==> src/design/sbfd_pkg.sv <==
// ----------------------------------------------------------------------------
// sbfd_pkg
// shared types and constants of the sbus frame decoder
// ----------------------------------------------------------------------------
package sbfd_pkg;

    // framing
    localparam int FRAME_LEN  = 25;
    localparam int FRAME_BITS = FRAME_LEN * 8;
    localparam int IDX_W      = 5;
    localparam logic [IDX_W-1:0] LAST_IDX = IDX_W'(FRAME_LEN - 1);
    localparam logic [7:0] HEADER_BYTE = 8'h0F;
    localparam logic [7:0] END_BYTE    = 8'h00;
    localparam int FLAG_FS_BIT   = 3;
    localparam int FLAG_LOST_BIT = 2;

    // channels
    localparam int RAW_W  = 11;
    localparam int NUM_CH = 16;
    localparam int CH_W   = 4;
    localparam int VAL_W  = 11;
    localparam logic [CH_W-1:0] LAST_CH = CH_W'(NUM_CH - 1);

    // scaling: 172..1811 onto 1000..2000, reciprocal multiply exact over the raw range
    localparam int IN_LO  = 172;
    localparam int IN_HI  = 1811;
    localparam int OUT_LO = 1000;
    localparam int OUT_HI = 2000;
    localparam int SCALE_SHIFT = 22;
    localparam int MUL_W       = 22;
    localparam int PROD_W      = RAW_W + MUL_W;
    localparam longint SCALE_MUL =
        ((OUT_HI - OUT_LO) * (64'd1 << SCALE_SHIFT) + (IN_HI - IN_LO) - 1) / (IN_HI - IN_LO);

    // timers
    localparam int GAP_W  = 8;
    localparam int LOSS_W = 10;
    localparam int CFG_DATA_W = 10;

    // stream widths
    localparam int IN_TDATA_W  = 8;
    localparam int OUT_TDATA_W = 24;

    typedef enum logic {
        REQ_BYTE = 1'b0,
        REQ_TICK = 1'b1
    } t_req;

    typedef enum logic {
        RES_CHANNEL = 1'b0,
        RES_LOST    = 1'b1
    } t_res;

    typedef enum logic {
        CFG_GAP  = 1'b0,
        CFG_LOSS = 1'b1
    } t_cfg_idx;

endpackage

==> src/design/sbfd_scale.sv <==
// ----------------------------------------------------------------------------
// sbfd_scale
// shared channel scaling unit: one multiply stage, then offset and clamp
// ----------------------------------------------------------------------------
module sbfd_scale (
    input  logic                        i_clk,
    input  logic                        i_load,
    input  logic [sbfd_pkg::RAW_W-1:0]  i_raw,
    output logic [sbfd_pkg::VAL_W-1:0]  o_value
);
    import sbfd_pkg::*;

    logic [RAW_W-1:0]  diff;
    logic [PROD_W-1:0] r_prod;
    logic              r_below;
    logic [VAL_W-1:0]  quot;
    logic [VAL_W:0]    sum;

    assign diff = i_raw - RAW_W'(IN_LO);

    always_ff @(posedge i_clk) begin
        if (i_load) begin
            r_prod  <= PROD_W'(diff) * PROD_W'(SCALE_MUL);
            r_below <= (i_raw < RAW_W'(IN_LO));
        end
    end

    // raw below the input floor always lands on the output floor
    assign quot = r_prod[PROD_W-1:SCALE_SHIFT];
    assign sum  = {1'b0, quot} + (VAL_W+1)'(OUT_LO);

    always_comb begin
        if (r_below) begin
            o_value = VAL_W'(OUT_LO);
        end else if (sum > (VAL_W+1)'(OUT_HI)) begin
            o_value = VAL_W'(OUT_HI);
        end else begin
            o_value = sum[VAL_W-1:0];
        end
    end

endmodule

==> src/design/sbus_frame_decoder_top.sv <==
// ----------------------------------------------------------------------------
// sbus_frame_decoder_top
// sbus receiver: frames serial bytes, decodes sixteen scaled channels
// ----------------------------------------------------------------------------
// usage
//   s_axis carries requests: tuser = kind (0 serial byte, 1 millisecond tick),
//   tdata = received byte.
//   m_axis carries results: channel values after a good frame (16 results,
//   tlast on channel 15) or one signal-lost result when the loss timer expires.
//   cfg channel writes gap timeout (index 0) and loss timeout (index 1); it is
//   always ready; the user must write it only while the block is idle, the block does not check.
// sequencing
//   the byte that completes a good frame starts the decode sequencer: each
//   channel passes the one shared scaling multiplier (ST_MUL, then ST_EMIT),
//   and the sequencer waits on any output stall. a tick that raises a
//   signal-lost result passes through ST_LOST before the block is idle again.
//   s_axis_tready is low while the sequencer runs or a signal-lost result waits.
// reset
//   i_rst_n (synchronous, active low) clears framing, timers and flags and
//   loads the timeouts with 3 ms and 100 ms.
// stall
//   the output register holds a result until m_axis_tready; the sequencer
//   waits on it, so nothing is dropped.
// ----------------------------------------------------------------------------
module sbus_frame_decoder_top (
    input  logic                              i_clk,
    input  logic                              i_rst_n,
    // request stream
    input  logic                              s_axis_tvalid,
    output logic                              s_axis_tready,
    input  logic [sbfd_pkg::IN_TDATA_W-1:0]   s_axis_tdata,   // [7:0] rx_byte
    input  logic [0:0]                        s_axis_tuser,   // [0] req_type
    // result stream
    output logic                              m_axis_tvalid,
    input  logic                              m_axis_tready,
    output logic [sbfd_pkg::OUT_TDATA_W-1:0]  m_axis_tdata,   // [3:0] channel,
                                                              // [14:4] value,
                                                              // [15] failsafe,
                                                              // [16] frame_lost,
                                                              // [23:17] zero
    output logic [0:0]                        m_axis_tuser,   // [0] result_kind
    output logic                              m_axis_tlast,   // last
    // configuration writes
    input  logic                              i_cfg_valid,
    output logic                              o_cfg_ready,
    input  logic [0:0]                        i_cfg_index,
    input  logic [sbfd_pkg::CFG_DATA_W-1:0]   i_cfg_data
);
    import sbfd_pkg::*;

    typedef enum logic [1:0] {
        ST_IDLE,
        ST_MUL,
        ST_EMIT,
        ST_LOST
    } t_state;

    t_state             r_state, n_state;
    logic [IDX_W-1:0]   r_byte_idx, n_byte_idx;
    logic [GAP_W-1:0]   r_gap_cnt, n_gap_cnt;
    logic [LOSS_W-1:0]  r_loss_cnt, n_loss_cnt;
    logic               r_failsafe, n_failsafe;
    logic               r_lost_frame, n_lost_frame;
    logic               r_lost_rep, n_lost_rep;
    logic [GAP_W-1:0]   r_gap_to, n_gap_to;
    logic [LOSS_W-1:0]  r_loss_to, n_loss_to;
    logic [CH_W-1:0]    r_ch, n_ch;

    logic               r_out_valid, n_out_valid;
    t_res               r_out_kind, n_out_kind;
    logic [CH_W-1:0]    r_out_ch, n_out_ch;
    logic [VAL_W-1:0]   r_out_val, n_out_val;
    logic               r_out_fs, n_out_fs;
    logic               r_out_fl, n_out_fl;
    logic               r_out_last, n_out_last;

    logic [FRAME_BITS-1:0] r_frame;

    logic               in_acc;
    logic               cfg_acc;
    logic               slot_free;
    logic               byte_store;
    logic               emit;
    logic               scale_load;
    logic [VAL_W-1:0]   scaled;
    logic [7:0]         rx_byte;
    t_req               req;

    assign rx_byte       = s_axis_tdata;
    assign req           = t_req'(s_axis_tuser[0]);
    assign s_axis_tready = (r_state == ST_IDLE);
    assign in_acc        = s_axis_tvalid && s_axis_tready;
    assign o_cfg_ready   = 1'b1;
    assign cfg_acc       = i_cfg_valid && o_cfg_ready;
    assign slot_free     = !r_out_valid || m_axis_tready;

    // a byte before the header is dropped
    assign byte_store = (r_byte_idx != '0) || (rx_byte == HEADER_BYTE);
    assign emit       = (r_state == ST_EMIT) && slot_free;
    assign scale_load = (r_state == ST_MUL);

    // channel bits start at bit 8 of the frame; shifted down 11 per channel
    sbfd_scale u_scale (
        .i_clk   (i_clk),
        .i_load  (scale_load),
        .i_raw   (r_frame[8 +: RAW_W]),
        .o_value (scaled)
    );

    always_comb begin
        n_state      = r_state;
        n_byte_idx   = r_byte_idx;
        n_gap_cnt    = r_gap_cnt;
        n_loss_cnt   = r_loss_cnt;
        n_failsafe   = r_failsafe;
        n_lost_frame = r_lost_frame;
        n_lost_rep   = r_lost_rep;
        n_gap_to     = r_gap_to;
        n_loss_to    = r_loss_to;
        n_ch         = r_ch;
        n_out_valid  = r_out_valid && !m_axis_tready;
        n_out_kind   = r_out_kind;
        n_out_ch     = r_out_ch;
        n_out_val    = r_out_val;
        n_out_fs     = r_out_fs;
        n_out_fl     = r_out_fl;
        n_out_last   = r_out_last;

        if (cfg_acc) begin
            case (t_cfg_idx'(i_cfg_index))
                CFG_GAP:  n_gap_to  = i_cfg_data[GAP_W-1:0];
                CFG_LOSS: n_loss_to = i_cfg_data[LOSS_W-1:0];
                default:  ;
            endcase
        end

        case (r_state)
            ST_IDLE: begin
                if (in_acc && req == REQ_BYTE) begin
                    n_gap_cnt = '0;
                    if (byte_store) begin
                        if (r_byte_idx == LAST_IDX) begin
                            n_byte_idx = '0;
                            // end byte check; flags sit in the top byte before the shift
                            if (rx_byte == END_BYTE) begin
                                n_failsafe   = r_frame[FRAME_BITS-8+FLAG_FS_BIT];
                                n_lost_frame = r_frame[FRAME_BITS-8+FLAG_LOST_BIT];
                                n_loss_cnt   = '0;
                                n_lost_rep   = 1'b0;
                                n_ch         = '0;
                                n_state      = ST_MUL;
                            end
                        end else begin
                            n_byte_idx = r_byte_idx + 1'b1;
                        end
                    end
                end else if (in_acc) begin
                    if (r_gap_cnt != '1) begin
                        n_gap_cnt = r_gap_cnt + 1'b1;
                    end
                    if (n_gap_cnt > r_gap_to && r_byte_idx != '0) begin
                        n_byte_idx = '0;
                    end
                    if (r_loss_cnt != '1) begin
                        n_loss_cnt = r_loss_cnt + 1'b1;
                    end
                    if (n_loss_cnt > r_loss_to) begin
                        n_failsafe = 1'b1;
                        if (!r_lost_rep) begin
                            n_lost_rep = 1'b1;
                            n_state    = ST_LOST;
                        end
                    end
                end
            end
            ST_MUL: begin
                n_state = ST_EMIT;
            end
            ST_EMIT: begin
                if (slot_free) begin
                    n_out_valid = 1'b1;
                    n_out_kind  = RES_CHANNEL;
                    n_out_ch    = r_ch;
                    n_out_val   = scaled;
                    n_out_fs    = r_failsafe;
                    n_out_fl    = r_lost_frame;
                    n_out_last  = (r_ch == LAST_CH);
                    if (r_ch == LAST_CH) begin
                        n_state = ST_IDLE;
                    end else begin
                        n_ch    = r_ch + 1'b1;
                        n_state = ST_MUL;
                    end
                end
            end
            ST_LOST: begin
                if (slot_free) begin
                    n_out_valid = 1'b1;
                    n_out_kind  = RES_LOST;
                    n_out_ch    = '0;
                    n_out_val   = '0;
                    n_out_fs    = r_failsafe;
                    n_out_fl    = r_lost_frame;
                    n_out_last  = 1'b1;
                    n_state     = ST_IDLE;
                end
            end
            default: begin
                n_state = ST_IDLE;
            end
        endcase
    end

    always_ff @(posedge i_clk) begin
        if (!i_rst_n) begin
            r_state      <= ST_IDLE;
            r_byte_idx   <= '0;
            r_gap_cnt    <= '0;
            r_loss_cnt   <= '0;
            r_failsafe   <= 1'b0;
            r_lost_frame <= 1'b0;
            r_lost_rep   <= 1'b0;
            r_gap_to     <= GAP_W'(3);
            r_loss_to    <= LOSS_W'(100);
            r_ch         <= '0;
            r_out_valid  <= 1'b0;
            r_out_kind   <= RES_CHANNEL;
            r_out_ch     <= '0;
            r_out_val    <= '0;
            r_out_fs     <= 1'b0;
            r_out_fl     <= 1'b0;
            r_out_last   <= 1'b0;
        end else begin
            r_state      <= n_state;
            r_byte_idx   <= n_byte_idx;
            r_gap_cnt    <= n_gap_cnt;
            r_loss_cnt   <= n_loss_cnt;
            r_failsafe   <= n_failsafe;
            r_lost_frame <= n_lost_frame;
            r_lost_rep   <= n_lost_rep;
            r_gap_to     <= n_gap_to;
            r_loss_to    <= n_loss_to;
            r_ch         <= n_ch;
            r_out_valid  <= n_out_valid;
            r_out_kind   <= n_out_kind;
            r_out_ch     <= n_out_ch;
            r_out_val    <= n_out_val;
            r_out_fs     <= n_out_fs;
            r_out_fl     <= n_out_fl;
            r_out_last   <= n_out_last;
        end
    end

    // frame shift line: bytes enter at the top, byte 0 ends at the bottom
    always_ff @(posedge i_clk) begin
        if (in_acc && req == REQ_BYTE && byte_store) begin
            r_frame <= {rx_byte, r_frame[FRAME_BITS-1:8]};
        end else if (emit) begin
            r_frame <= r_frame >> RAW_W;
        end
    end

    assign m_axis_tvalid = r_out_valid;
    assign m_axis_tuser  = r_out_kind;
    assign m_axis_tlast  = r_out_last;
    assign m_axis_tdata  = {(OUT_TDATA_W-CH_W-VAL_W-2)'(0), r_out_fl, r_out_fs,
                            r_out_val, r_out_ch};

`ifndef SYNTHESIS
    // a tick never disturbs the stored frame
    a_tick_keeps_frame: assert property (@(posedge i_clk) disable iff (!i_rst_n)
        (in_acc && req == REQ_TICK) |=> $stable(r_frame))
        else $error("frame changed on a tick request");

    // framing index stays inside the frame
    a_idx_range: assert property (@(posedge i_clk) disable iff (!i_rst_n)
        r_byte_idx <= LAST_IDX)
        else $error("byte index beyond frame length");

    // a signal-lost result always carries failsafe
    a_lost_failsafe: assert property (@(posedge i_clk) disable iff (!i_rst_n)
        (r_out_valid && r_out_kind == RES_LOST) |-> r_out_fs)
        else $error("signal-lost result without failsafe");

    // channel results end the frame exactly on the last channel
    a_last_on_ch15: assert property (@(posedge i_clk) disable iff (!i_rst_n)
        (r_out_valid && r_out_kind == RES_CHANNEL) |-> (r_out_last == (r_out_ch == LAST_CH)))
        else $error("tlast not aligned with final channel");

    // a pending result is not overwritten while stalled
    a_no_overwrite: assert property (@(posedge i_clk) disable iff (!i_rst_n)
        (r_out_valid && !m_axis_tready) |=> (r_out_valid && $stable(r_out_ch)))
        else $error("stalled result lost or replaced");
`endif

endmodule
==> config.mk <==
export PLATFORM = sky130hd
export DESIGN_NAME = sbus_frame_decoder_top
export DESIGN_NICKNAME = d
export VERILOG_FILES = /design/src/design/sbfd_pkg.sv /design/src/design/sbfd_scale.sv /design/src/design/sbus_frame_decoder_top.sv
export SDC_FILE = /design/constraint.sdc
export NUM_CORES = 1
export LEC_CHECK = 0
export ABC_AREA = 1
export BUFFER_PORTS_ARGS = -buffer_cell sky130_fd_sc_hd__buf_2
export CORE_MARGIN = 8
export CORE_UTILIZATION = 55
export DETAILED_ROUTE_END_ITERATION = 10
export GPL_TIMING_DRIVEN = 0
export PLACE_DENSITY = 0.72
export SLEW_MARGIN = 10
export SYNTH_ARGS = -nofsm -noshare
export SYNTH_HDL_FRONTEND = slang
export SYNTH_SLANG_ARGS = --single-unit
==> constraint.sdc <==
create_clock -name i_clk -period 7.4 [get_ports i_clk]
set_input_delay 0.74 -clock i_clk [delete_from_list [all_inputs] [get_ports i_clk]]
set_output_delay 0.74 -clock i_clk [all_outputs]
set_load 0.01 [all_outputs]
==> flow_summary_export.csv <==
group,metric,value,unit
status,result_of_the_run,"finished, final reports clean",
routing,postRouteAntennaNets,0,
yosys,register_area_share_after_synthesis,45.12,%
final_layout,mostFrequentLayoutCell,"nand2_1",
final_layout,final_cells,2441,
clock_tree,cts_setup_buffers,0,
worst_setup_path,critical_path_buf_inv_count,5,
worst_setup_path,cp_slowest_cell,"fa_1",
sta,relSlewSlack,34.36,%
clock_tree,clockBufferDepth,3,
global_route,grt_start_max_net_pins,56,
sta,min_period,6245,ps
job,maxCapViolCount,0,
global_route,grt_first_pass_wirelength,57.87,mm
final_layout,fin_nets,2240,
worst_setup_path,worst_path_dominant_cell_family,"adder cells",
clock_tree,tritoncts,"done",
yosys,synthFlopType,"edfxtp_1",
sta,clock.fmax,160.1,MHz
sta,timing_worst_slew_pin_value,981.0,ps
yosys,synthArstFlopShare,0,%
yosys,number_of_enable_flip_flop_cells_after_synthesis,204,
routing,routed_wl,34.83,mm
global_route,tot_gr_track_use,19.18,%
routing,drt-initial-drc-count,986,
routing,drt_pass1_iterations,5,
clock_tree,cts-hold-fix-buffers,0,
global_route,first_global_vias,12180,
yosys,mappedNetlistArea,16680,sq um
routing,drt-vias-per-instance,5.140,
worst_setup_path,worstPathRequired,7700,ps
floorplanning,ioPinCount,54,
global_route,globalRouteOverflowTotal,0,
min_path,hold_path.class,"input pin to flip-flop",
placed_design,dp_hpwl,26.37,mm
final_layout,insertedDiodeCount,0,
clock_tree,clk_lat_worst_skew,560,ps
sta,final.period_utilization,84.39,%
floorplanning,design.die.area,36160,sq um
sta,grt_setup_unrepaired,"no",
clock_tree,cts-resized-gates,0,
yosys,yosys_warnings,0,
sta,final_setup_violation_count,0,
clock_tree,clk_pin_slew,60,ps
final_layout,final_design_area_no_fill,18470,sq um
yosys,synth_top_area_cells,"edfxtp_1, nand2_1, ha_1, dfxtp_1, fa_1",
final_layout,syn2layout_area_growth,10.72,%
placed_design,placed_cells_incl_taps,2389,
placed_design,port-buffer-count,45,
global_route,number_of_antenna_violations_at_the_first_check_in_global_routing,0,
sta,report.final.slew_viol_count,0,
routing,vias_after_detailed_routing,12550,
floorplanning,die_h,190.2,um
floorplanning,row_count,63,
placed_design,gp_congestion,0.9024,
final_layout,final_layout_size_suffix_gt1_share,7.996,%
worst_setup_path,path_cells,"ha_1, nor2_1, o21ai_0, nand2_1, nand3_1, xor2_1, inv_1, ha_1, inv_1, fa_1, fa_1, inv_1, fa_1, inv_1, fa_1, inv_1, ha_1, nand2_1, nor2_1, nand2_1, o21ai_0, a21oi_1, xnor2_1",
yosys,syn_inst,1945,
yosys,synth_seq_cells,274,
yosys,synth.distinct_cells,48,
clock_tree,cts_inserted_buffers,29,
final_layout,final_cell_mix,"nand2_1, inv_1, edfxtp_1",
yosys,dominant_cell_type_by_area_after_synthesis,"edfxtp_1",
placed_design,place_ws,1135,ps
worst_setup_path,crit_path_start_kind,"flip-flop",
yosys,synthesis.area_per_instance,8.578,sq um
sta,skew,12.66,ps
worst_setup_path,crit_path_max_fanout,4,
floorplanning,initial_core_util,55.99,%
worst_setup_path,critical-path-top-cell-by-count,"inv_1",
routing,drcViolationCount,0,
final_layout,finalCoreUtilization,61.99,%
clock_tree,tritoncts_num_sinks,274,
worst_setup_path,arrival,6540,ps
clock_tree,cts-root-buf,"clkbuf_16",
sta,worst_slack,1155,ps
yosys,post-synth-top-area-fraction,36.72,%
sta,hold_violation_total_from_the_final_report,0,
floorplanning,die_width,190.2,um
floorplanning,core_area,29800,sq um
placed_design,placement.cell_area,17510,sq um
worst_setup_path,slowest_delay,550,ps
clock_tree,ctsHtreeMaxLevel,1,
worst_setup_path,critPathCaptureType,"flip-flop",
worst_setup_path,criticalPathCategory,"flip-flop to flip-flop",
routing,routedWlPerCell,14.27,um
logic make-up (layout without fill, tap and decap cells):
| group | Yosys count | after routing | share of synthesized area [%] |
|---|---|---|---|
| other | 2 | 8 | 0.04501 |
| adders and majority gates | 185 | 185 | 16.21 |
| AOI/OAI and AO/OA | 181 | 181 | 5.977 |
| buffers and inverters | 310 | 410 | 8.160 |
| muxes | 1 | 1 | 0.06000 |
| DFF | 274 | 274 | 45.12 |
| and+or+nand+nor | 968 | 968 | 23.17 |
| xor gates and xnor gates | 24 | 24 | 1.260 |
cell type report:
type,count,area [sq um]
Fill cell,2516,11320
Multi-Input combinational cell,1367,7825
Sequential cell,274,7527
Inverter,247,932.1
Clock buffer,38,790.8
Tap cell,390,488.0
Buffer,63,429.2
Timing Repair Buffer,48,307.8
Clock inverter,14,171.4
layer usage:
layer	GRT usage, %	part of all wire (%)
met5	0	0
met4	4.206	1.9
met3	2.508	4.8
met2	32.01	47
met1	26.43	46
flip-flops by register name (all words and copies together) (netlist names), 5 cells and up:
signal	cells
r_frame	192
r_out_val	11
u_scale.r_prod	11
r_loss_cnt	10
r_loss_to	10
r_gap_cnt	8
r_gap_to	8
r_byte_idx	5
worst paths after layout:
check / from / end / slack [ps] / cells after the start
worst max-delay path: r_frame[11] / u_scale.r_prod[24] / 1150 / 23
worst min-delay path: i_cfg_data[0] / r_gap_to[0] / 420 / 3
worst max register to register: r_frame[11] / u_scale.r_prod[24] / 1150 / 23
worst min register to register: r_loss_to[4] / r_loss_to[4] / 460 / 2
Yosys cell counts (2+ instances only):
cell and number:
nand2_1 759, inv_1 239, edfxtp_1 204, ha_1 133
a21oi_1 101, nor2_1 97, dfxtp_1 70, fa_1 52
nand3_1 52, o21ai_0 49, buf_4 20, nor3_1 18
buf_2 16, nand4_1 16, xor2_1 16, clkbuf_1 14
buf_6 13, xnor2_1 8, o211ai_1 7, nand2_2 6
a21o_1 5, o21bai_1 5, inv_2 4, nor4_1 4
or2_2 4, clkinv_1 3, o21a_1 3, a211oi_1 2
conb_1 2, nand3b_1 2, nor3b_1 2, o21ai_1 2
o221a_2 2
worst min-delay path, stage by stage:
cell     delay, ps
buf_2           90
nand2_1         50
nand3_1         60
per-stage QoR:
stage | hold WS, ps | setup TNS (ps)
2_1_floorplan | 434.7 | 0
3_3_place_gp | 448.5 | -185040
3_5_place_dp | 456.9 | 0
4_1_cts | 403.3 | 0
5_1_grt | 431.7 | 0
6_report | 421.5 | 0
Power is not shown: default switching activity piles up to over one toggle a cycle in this logic, so the estimate is an artifact.
